## config.mk

```make
export PLATFORM = sky130hd
export DESIGN_NAME = ps2_mouse_packet_framer_top
export DESIGN_NICKNAME = d
export VERILOG_FILES = /design/src/rtl/pmf_pkg.sv /design/src/rtl/ps2_mouse_packet_framer_top.sv /design/src/rtl/pmf_core.sv /design/src/rtl/pmf_emit.sv
export VERILOG_INCLUDE_DIRS = /design/src /design/src/rtl
export SDC_FILE = /design/constraint.sdc
export NUM_CORES = 1
export LEC_CHECK = 0
export BUFFER_PORTS_ARGS = -buffer_cell sky130_fd_sc_hd__buf_2
export CAP_MARGIN = 20
export CORE_AREA = 2 2 101 103
export CTS_BUF_LIST = sky130_fd_sc_hd__clkbuf_16
export CTS_CLUSTER_DIAMETER = 50
export DETAILED_ROUTE_END_ITERATION = 16
export DIE_AREA = 0 0 103 105
export PLACE_DENSITY = 0.66
export SLEW_MARGIN = 20
export SYNTH_ARGS = -nofsm -noshare
export SYNTH_HDL_FRONTEND = slang
export SYNTH_SLANG_ARGS = --single-unit
```

## constraint.sdc

```tcl
create_clock -name clk -period 4.8 [get_ports clk]
set_clock_uncertainty 0.1 [all_clocks]
set_input_delay 0.72 -clock clk [delete_from_list [all_inputs] [get_ports clk]]
set_output_delay 0.72 -clock clk [all_outputs]
set_load 0.02 [all_outputs]
```

## src/rtl/ps2_mouse_packet_framer_top_defines.svh

```systemverilog
// ----------------------------------------------------------------------------
// PS/2 mouse packet framer assertion macros
// Shared concurrent assertion forms, clocked on clk and idle during reset.
// ----------------------------------------------------------------------------
`ifndef PS2_MOUSE_PACKET_FRAMER_TOP_DEFINES_SVH
`define PS2_MOUSE_PACKET_FRAMER_TOP_DEFINES_SVH

// same-cycle implication
`define PMF_ASSERT_NOW(lbl, ante, cons, msg) \
  lbl: assert property (@(posedge clk) disable iff (!rst_n) (ante) |-> (cons)) else $error(msg);

// next-cycle implication
`define PMF_ASSERT_NEXT(lbl, ante, cons, msg) \
  lbl: assert property (@(posedge clk) disable iff (!rst_n) (ante) |=> (cons)) else $error(msg);

`endif

```

## src/rtl/pmf_pkg.sv

```systemverilog
`timescale 1ns / 1ps
// ----------------------------------------------------------------------------
// pmf_pkg
// Types and constants shared by the PS/2 mouse packet framer.
// ----------------------------------------------------------------------------
package pmf_pkg;

  typedef enum logic [1:0] {
    MODE_DATA = 2'd0,
    MODE_CMD  = 2'd1,
    MODE_ID   = 2'd2
  } mode_t;

  localparam logic [7:0] SYNC_MASK    = 8'h08;
  localparam logic [7:0] CMD_RATE     = 8'hF3;
  localparam logic [7:0] CMD_RES      = 8'hE8;
  localparam logic [7:0] CMD_DEFAULTS = 8'hF6;
  localparam logic [7:0] CMD_RESET    = 8'hFF;
  localparam logic [7:0] ID_WHEEL     = 8'h03;
  localparam logic [7:0] RATE_FIRST   = 8'd200;
  localparam logic [7:0] RATE_SECOND  = 8'd100;
  localparam logic [7:0] RATE_THIRD   = 8'd80;

  localparam logic [1:0] SLOT_LAST_STD   = 2'd2;
  localparam logic [1:0] SLOT_LAST_WHEEL = 2'd3;

  // completed packet handed from the framer to the output serializer
  typedef struct packed {
    logic            load;
    logic            wheel;
    logic [3:0][7:0] bytes;
  } pkt_t;

endpackage

```

## src/rtl/ps2_mouse_packet_framer_top.sv

```systemverilog
`timescale 1ns / 1ps
// Timing: a transferred item is held in the input register and framed from there;
//   a packet it completes is loaded into the serializer buffer, and its first byte shows on out_*.
// Throughput: one item per cycle unless stalled; a packet drains at one byte per
//   cycle while out_tready is high (3 or 4 bytes). The serializer buffer stalls
//   input only when a packet completes while the previous packet is still draining.
// Reset: synchronous, active low; clears control state, packet bytes stay undefined.
// ----------------------------------------------------------------------------
// ps2_mouse_packet_framer_top
// Frames PS/2 mouse data bytes into 3- or 4-byte packets and tracks the
// wheel-mode enable handshake from host commands and device id replies.
// ----------------------------------------------------------------------------
`include "ps2_mouse_packet_framer_top_defines.svh"

module ps2_mouse_packet_framer_top (
  input  logic        clk,
  input  logic        rst_n,
  input  logic        in_tvalid,
  output logic        in_tready,
  input  logic [15:0] in_tdata,   // [7:0] byte_value, [8] acked, [15:9] zero
  input  logic [1:0]  in_tuser,   // [1:0] mode
  output logic        out_tvalid,
  input  logic        out_tready,
  output logic [15:0] out_tdata,  // [7:0] packet_byte, [9:8] byte_slot, [15:10] zero
  output logic        out_tlast,  // last_of_packet
  output logic        out_tuser   // [0] wheel_active
);
  import pmf_pkg::*;

  // input register
  logic       in_valid_r;
  mode_t      in_mode_r;
  logic [7:0] in_byte_r;
  logic       in_acked_r;

  logic consume, emit_ready;
  pkt_t pkt;

  // take a new item when none is held or the held one moves on this cycle
  assign in_tready = !in_valid_r || consume;

  always_ff @(posedge clk) begin
    if (in_tvalid && in_tready) begin
      in_mode_r  <= mode_t'(in_tuser);
      in_byte_r  <= in_tdata[7:0];
      in_acked_r <= in_tdata[8];
    end
  end

  always_ff @(posedge clk) begin
    if (!rst_n) begin
      in_valid_r <= 1'b0;
    end else if (in_tvalid && in_tready) begin
      in_valid_r <= 1'b1;
    end else if (consume) begin
      in_valid_r <= 1'b0;
    end
  end

  // framing and handshake tracking; hold the item when its packet cannot be handed off
  pmf_core u_core (
    .clk        (clk),
    .rst_n      (rst_n),
    .item_valid (in_valid_r),
    .item_mode  (in_mode_r),
    .item_byte  (in_byte_r),
    .item_acked (in_acked_r),
    .emit_ready (emit_ready),
    .consume    (consume),
    .pkt        (pkt)
  );

  // result register: one packet buffer drained a byte per transfer
  pmf_emit u_emit (
    .clk        (clk),
    .rst_n      (rst_n),
    .pkt        (pkt),
    .ready      (emit_ready),
    .out_tvalid (out_tvalid),
    .out_tready (out_tready),
    .out_tdata  (out_tdata),
    .out_tlast  (out_tlast),
    .out_tuser  (out_tuser)
  );

  // last byte sits in the slot that matches the packet length
  `PMF_ASSERT_NOW(a_last_slot, out_tvalid && out_tlast, out_tdata[9:8] == (out_tuser ? SLOT_LAST_WHEEL : SLOT_LAST_STD), "last byte in wrong slot")
  // a non-final transfer is followed by the next slot of the same packet
  `PMF_ASSERT_NEXT(a_slot_step, out_tvalid && out_tready && !out_tlast, out_tvalid && out_tdata[9:8] == $past(out_tdata[9:8]) + 2'd1, "slot did not advance")
  // a held item stays held until the framer takes it
  `PMF_ASSERT_NEXT(a_hold_item, in_valid_r && !consume, in_valid_r && $stable(in_byte_r), "held item lost")
  // a packet is only handed off to a free serializer
  `PMF_ASSERT_NOW(a_load_free, pkt.load, emit_ready, "packet loaded over busy buffer")

endmodule

```

## src/rtl/pmf_core.sv

```systemverilog
`timescale 1ns / 1ps
// ----------------------------------------------------------------------------
// pmf_core
// Packet framing and wheel-mode handshake tracking for one registered item.
// ----------------------------------------------------------------------------
module pmf_core (
  input  logic           clk,
  input  logic           rst_n,
  input  logic           item_valid,
  input  pmf_pkg::mode_t item_mode,
  input  logic [7:0]     item_byte,
  input  logic           item_acked,
  input  logic           emit_ready,
  output logic           consume,
  output pmf_pkg::pkt_t  pkt
);
  import pmf_pkg::*;

  logic [7:0] store_r [4];
  logic [1:0] pos_r, pos_nxt;
  logic       wheel_r, wheel_nxt;
  logic [7:0] hist_r [3];
  logic [7:0] hist_nxt [3];
  logic       expect_r, expect_nxt;
  logic [7:0] pend_r, pend_nxt;

  logic is_data, completes, store_we;

  assign is_data   = item_valid && (item_mode == MODE_DATA);
  // position 0 never completes, so the sync drop cannot matter here
  assign completes = (pos_r == SLOT_LAST_WHEEL) || (!wheel_r && pos_r == SLOT_LAST_STD);
  assign consume   = item_valid && !(is_data && completes && !emit_ready);
  assign store_we  = consume && is_data && !(pos_r == 2'd0 && (item_byte & SYNC_MASK) == 8'd0);

  always_comb begin
    pos_nxt     = pos_r;
    wheel_nxt   = wheel_r;
    hist_nxt    = hist_r;
    expect_nxt  = expect_r;
    pend_nxt    = pend_r;
    pkt.load    = 1'b0;
    pkt.wheel   = wheel_r;
    for (int i = 0; i < 4; i++) begin
      pkt.bytes[i] = (pos_r == 2'(i)) ? item_byte : store_r[i];
    end
    if (consume) begin
      unique case (item_mode)
        MODE_DATA: begin
          if (store_we) begin
            if (completes) begin
              pos_nxt  = 2'd0;
              pkt.load = 1'b1;
            end else begin
              pos_nxt  = pos_r + 2'd1;
            end
          end
        end
        MODE_CMD: begin
          if (expect_r) begin
            if (item_acked && pend_r == CMD_RATE) begin
              hist_nxt[0] = hist_r[1];
              hist_nxt[1] = hist_r[2];
              hist_nxt[2] = item_byte;
              if (hist_r[1] == RATE_FIRST && hist_r[2] == RATE_SECOND &&
                  item_byte == RATE_THIRD) begin
                wheel_nxt = 1'b1;
                pos_nxt   = 2'd0;
              end
            end
            expect_nxt = 1'b0;
            pend_nxt   = 8'd0;
          end else if (item_byte == CMD_RATE || item_byte == CMD_RES) begin
            expect_nxt = 1'b1;
            pend_nxt   = item_byte;
          end else if (item_byte == CMD_DEFAULTS) begin
            hist_nxt   = '{default: 8'd0};
            wheel_nxt  = 1'b0;
            pos_nxt    = 2'd0;
            expect_nxt = 1'b0;
            pend_nxt   = 8'd0;
          end else if (item_byte == CMD_RESET) begin
            hist_nxt   = '{default: 8'd0};
            expect_nxt = 1'b0;
            pend_nxt   = 8'd0;
          end
        end
        MODE_ID: begin
          wheel_nxt = (item_byte == ID_WHEEL);
          pos_nxt   = 2'd0;
        end
        default: begin
        end
      endcase
    end
  end

  always_ff @(posedge clk) begin
    if (store_we) begin
      store_r[pos_r] <= item_byte;
    end
  end

  always_ff @(posedge clk) begin
    if (!rst_n) begin
      pos_r    <= 2'd0;
      wheel_r  <= 1'b0;
      hist_r   <= '{default: 8'd0};
      expect_r <= 1'b0;
      pend_r   <= 8'd0;
    end else begin
      pos_r    <= pos_nxt;
      wheel_r  <= wheel_nxt;
      hist_r   <= hist_nxt;
      expect_r <= expect_nxt;
      pend_r   <= pend_nxt;
    end
  end

endmodule

```

## src/rtl/pmf_emit.sv

```systemverilog
`timescale 1ns / 1ps
// ----------------------------------------------------------------------------
// pmf_emit
// Holds one completed packet and sends it out one byte per transfer.
// ----------------------------------------------------------------------------
module pmf_emit (
  input  logic          clk,
  input  logic          rst_n,
  input  pmf_pkg::pkt_t pkt,
  output logic          ready,
  output logic          out_tvalid,
  input  logic          out_tready,
  output logic [15:0]   out_tdata,
  output logic          out_tlast,
  output logic          out_tuser
);
  import pmf_pkg::*;

  logic [7:0] buf_r [4];
  logic       busy_r, busy_nxt;
  logic [1:0] cnt_r, cnt_nxt;
  logic       wheel_r;
  logic       last, xfer;

  assign last  = (cnt_r == (wheel_r ? SLOT_LAST_WHEEL : SLOT_LAST_STD));
  assign xfer  = busy_r && out_tready;
  assign ready = !busy_r || (out_tready && last);

  assign out_tvalid = busy_r;
  assign out_tdata  = {6'd0, cnt_r, buf_r[cnt_r]};
  assign out_tlast  = last;
  assign out_tuser  = wheel_r;

  always_comb begin
    busy_nxt = busy_r;
    cnt_nxt  = cnt_r;
    if (pkt.load) begin
      busy_nxt = 1'b1;
      cnt_nxt  = 2'd0;
    end else if (xfer) begin
      if (last) begin
        busy_nxt = 1'b0;
      end else begin
        cnt_nxt  = cnt_r + 2'd1;
      end
    end
  end

  always_ff @(posedge clk) begin
    if (pkt.load) begin
      wheel_r <= pkt.wheel;
      for (int i = 0; i < 4; i++) begin
        buf_r[i] <= pkt.bytes[i];
      end
    end
  end

  always_ff @(posedge clk) begin
    if (!rst_n) begin
      busy_r <= 1'b0;
      cnt_r  <= 2'd0;
    end else begin
      busy_r <= busy_nxt;
      cnt_r  <= cnt_nxt;
    end
  end

endmodule

```

# Yosys cells after proc, flatten, opt, wreduce, memory -nomap -nowiden
# Memory sizes are Yosys's and may differ from the RTL's. A register that Yosys moved wholly into a read port is not among the register bits.
# Cells that the tools add are included.
# word_totals
in_bits	22
ram_bits	64
n_memories	2
out_inout_bits	20
ff_bits	44
wordCells	128
# classes
bitwise_logic	2
eq_ne	22
reduce_logical	42
n_addsub	2
muxes	45
# mem_list
name	words	width	rd	rd_clocked_by_memory_dff	write_ports	line_no	rtl
u_core.store_r	4	8	4	0	1	pmf_core.sv:19	logic [7:0] store_r [4];
u_emit.buf_r	4	8	1	1	4	pmf_emit.sv:19	logic [7:0] buf_r [4];
# op_table
op	count
$mux 16	5
$mux 8	8
$eq 8x8->1 const B	6
$mux 1	21
$mux 2	9
$eq 8x7->1 const B	2
$logic_and 1x1->1	14
$eq 8x2->1 const B	1
$logic_not 8->1	1
$reduce_bool 2->1	4
$reduce_and 7->1	1
$eq 2x2->1 const B	3
$logic_not 1->1	6
$ne 3x3->1 const B	2
$pmux 2 s3	1
$reduce_and 2->1	3
$reduce_and 6->1	1
$reduce_bool 3->1	2
$reduce_and 5->1	1
$add 2x1->2 const B	2
$eq 2x1->1 const B	2
$logic_not 2->1	2
$logic_or 1x1->1	4
$ne 2x1->1 const B	2
other kinds (9)	10

# Longest topological paths before layout
# logic_depth
ltp_word	15
depth_mapped	9
depth_no_buf	7

# Cells and area by module
# A second synthesis with hierarchy kept.
# unflattened
hier_cells	341
hier_area_um2	4753.3
# modules_own_cells
mod	seq_area_each_um2	n_inst	cells_each	area_each_um2
pmf_core	1521.5	1	253	2929.1
pmf_emit	1091.0	1	72	1436.4
ps2_mouse_packet_framer_top	350.3	1	16	387.9

# Worst setup path after synthesis
# OpenSTA, ideal clock, no wires.
# synth_path
path_kind	register -> register
from	register in_mode_r[0]
to	register with a tool-made name
path_buffers	1
path_stages_with_launch	9
setup_time_ns	0.118
slack_ns	2.231
required_ns	4.582
synth_period_minus_slack_ns	2.569
arrival_ns	2.351
cell_sequence	edfxtp_1 > inv_1 > ha_1 > clkbuf_1 > nand2_1 > a21oi_1 > and3_1 > nand2b_1 > nor2_1
# synth_rtl
element	line_no	rtl
start, declared	ps2_mouse_packet_framer_top.sv:32	mode_t in_mode_r;
start signal, assigned	ps2_mouse_packet_framer_top.sv:44	in_mode_r <= mode_t'(in_tuser);

# Worst setup path after layout
# layout_path
from	register u_core.pos_r[0]
to	output port in_tready
# layout_between
elab_chain_len	8
word_cells_on_any_way	9
cone_classes	eq/ne (2); reduce/logical (7)
# layout_lines
element	line_no	rtl
start, declared	pmf_core.sv:20	logic [1:0] pos_r, pos_nxt;
start signal, assigned	pmf_core.sv:111	pos_r <= pos_nxt;
$eq 2x2->1	pmf_core.sv:31	assign completes = (pos_r == SLOT_LAST_WHEEL) || (!wheel_r && pos_r == SLOT_LAST_STD);
$logic_and 1x1->1	pmf_core.sv:31	
$logic_or 1x1->1 (*)	pmf_core.sv:31	
$logic_and 1x1->1 (*) (2 in series)	pmf_core.sv:32	assign consume = item_valid && !(is_data && completes && !emit_ready);
$logic_not 1->1 (*)	pmf_core.sv:32	
$logic_and 1x1->1 (*)	pmf_core.sv:32	
$logic_or 1x1->1 (*)	ps2_mouse_packet_framer_top.sv:40	assign in_tready = !in_valid_r || consume;
end, declared	ps2_mouse_packet_framer_top.sv:19	output logic in_tready,
# Mark *: on every way between the ends. The rest lies on a longest branch, timed or not.

==> flow_metrics.tcl <==
set metrics [dict create \
    rows 36 \
    crit_required_ns 3.98 \
    rsz0062_at_grt "no" \
    post_cts_buffers 0 \
    area_delta_synth_final_pct 11.2 \
    coreArea_um2 9640 \
    fillers 835 \
    cp.arrival_ns 2.16 \
    synth-seq-cells 110 \
    rr_worst_depth 6 \
    drive_above_1_share_pct 24.7 \
    finalWorstSetupSlack_ns 1.82 \
    io_pins 42 \
    synth_ff_type "edfxtp_1" \
    wl_mm 8.08 \
    path_clk_slew_ns 0.07 \
    grt_antenna_before_repair 0 \
    cap_violations 0 \
    antenna_left 0 \
    p_leak_nw 1.79 \
    vias_per_cell 5.44 \
    drt_iter0_markers 115 \
    cts_resized 0 \
    clock_path_buffers 2 \
    end_kind "primary output" \
    startpoint_type "register" \
    dp_slack_ns 2.11 \
    cts_max_level 3 \
    yosysWarningCount 0 \
    drt-wirelength-per-cell_um 16.2 \
    path_class "register to primary output" \
    drc_errors 0 \
    slew_violations 0 \
    yosys.area.top_type_share_pct 49.1 \
    detailed_place_hpwl_mm 5.32 \
    async_flop_share_pct 0 \
    hold_viol 0 \
    grt_pass1_wl_mm 13.8 \
    cts.sink_count 110 \
    cts-root-buf "clkbuf_16" \
    io_buffers 28 \
    vias 2709 \
    cts_tree "yes" \
    dieArea_um2 10800 \
    hp-class "register to register" \
    syn_area_um2 4650 \
    syn_avg_cell_area_um2 13.8 \
    syn-instance-count 338 \
    fin_crit_sh_pct 62.1 \
    synth_cell_types 50 \
    fin_setup_tns_ns 0 \
    grt_max_degree 33 \
    die_x_um 103 \
    firstDrtPassIters 4 \
    yosysSeqAreaShare_pct 63.7 \
    layout_min_cycle_time_ns 2.98 \
    grt_pass1_vias 2677 \
    vdd_drop_max_mv 0.159 \
    critPathMaxFanout 10 \
    start_util_pct 48.2 \
    grt_overflow 0 \
    status "finished clean" \
    final_nets 389 \
    cts_buffers 9 \
    num_antenna_cells 0 \
    postCtsHoldBufs 0 \
    fp.dieH_um 105 \
    clk_latency_ns 0.34 \
    worst_pin_slew_ns 0.794 \
    ys_top_cells_by_area "edfxtp_1 49%, dfxtp_1 15%, mux2_2 7.7%" \
    synth_edf_count 76 \
    yosysTopAreaCell "edfxtp_1" \
    fmax_mhz 335 \
    grt_usage_pct 16.6 \
    power_density_nw_per_um2 357 \
    worstHoldPathCells 1 \
    finalSetupViolCount 0 \
    gp_congestion 0.808 \
    slew_headroom_pct 47.0 \
]
## layer usage
layer,wire [um],vias to the layer above,global-route usage (%)
li1,-,1305,-
met1,3760,1334,23.4
met2,3850,60,25.6
met3,345,10,3.21
met4,118,0,5.45
met5,0,-,0
## stage by stage
stage / cells / area (um^2) / total power, mW / utilization [%] / hold WS, ns
finish: 498 / 5170 / 1.85 / 53.7 / 0.347
global route: 498 / 5170 / 1.91 / 53.7 / 0.369
floorplan: 343 / 4670 / 1.11 / - / 0.317
global placement: 482 / 4870 / 1.13 / 50.5 / 0.326
CTS: 498 / 5170 / 1.87 / 53.7 / 0.353
detailed placement: 482 / 4870 / 1.13 / 50.5 / 0.337
## placed cells by master, fill, tap and decap left out, drive strengths merged, types with 6 or more instances in the layout
cell    synthesis  layout
edfxtp         76      76
dfxtp          34      34
mux2           32      32
buf             9      30
nand2          25      25
a21oi          25      25
nand3          21      21
inv            11      13
clkbuf         15       9
mux4            8       8
and2            8       8
ha              7       7
nor2            6       6
a21o            6       6
conb            1       6
## power breakdown
group          leakage [nW]  total [mW]  switching [mW]  internal (mW)
combinational         0.675      0.0585          0.0341         0.0244
clock                 0.152       0.742           0.335          0.408
sequential            0.964        1.05          0.0250           1.02
## logic make-up after synthesis
| family | synth area share, % |
|---|---|
| muxes | 12.3 |
| xor gates and xnor gates | 0.942 |
| other | 0.0806 |
| DFF | 63.7 |
| AOI/OAI and AO/OA | 7.16 |
| buffers and inverters | 3.50 |
| adders and majority gates | 1.88 |
| and+or+nand+nor | 10.5 |
## critical path, stage by stage (launching register included)
cell and delay, ns:
dfxtp_1 0.34, inv_1 0.11, ha_1 0.44, nor2b_1 0.26, o221a_2 0.34, nand3_1 0.14
buf_2 0.19
## Yosys cell counts, types with 4 or more instances
library cell,count
and2_1,8
edfxtp_1,76
a21oi_1,25
ha_1,7
clkbuf_1,15
inv_1,11
mux2_2,32
mux4_2,8
nand3_1,20
nand2_1,25
xor2_1,4
buf_4,6
dfxtp_1,34
nor2_1,6
a21o_1,6
and3_1,4
nand4_1,4
## registers in the layout (all words and copies together), names as in the netlist, named ones only
register           flops
u_emit.cnt_r           2
in_byte_r              8
u_core.pos_r           2
u_core.wheel_r         1
in_valid_r             1
u_core.store_r        32
u_emit.out_tvalid      1
u_core.pend_r          8
in_mode_r              2
u_core.hist_r         16
u_emit.out_tuser       1
u_core.expect_r        1
in_acked_r             1
u_emit.buf_r          32
## area by class of cell
class                   instances  area [um^2]  area share, %
well taps                     133          166           3.22
repair buffers                 30          155           3.00
clock inverters                 7         77.6           1.50
inverters                      11         41.3          0.798
clock buffers                   9          225           4.35
flip-flops and latches        110         2960           57.3
multi-input cells             198         1540           29.9
## path summary, 6_finish.rpt
kind / slack (ns) / startpoint / to
worst max-delay path: 1.82 / u_core.pos_r[0]$_SDFFE_PN0P_ / in_tready
worst min register to register: 0.35 / u_core.pend_r[0]$_SDFFE_PN0P_ / u_core.pend_r[0]$_SDFFE_PN0P_
worst min-delay path: 0.35 / u_core.pend_r[0]$_SDFFE_PN0P_ / u_core.pend_r[0]$_SDFFE_PN0P_
worst max register to register: 2.09 / u_core.pos_r[0]$_SDFFE_PN0P_ / u_core.store_r[3][0]$_DFFE_PP_
(Power assumes the default switching activity.)
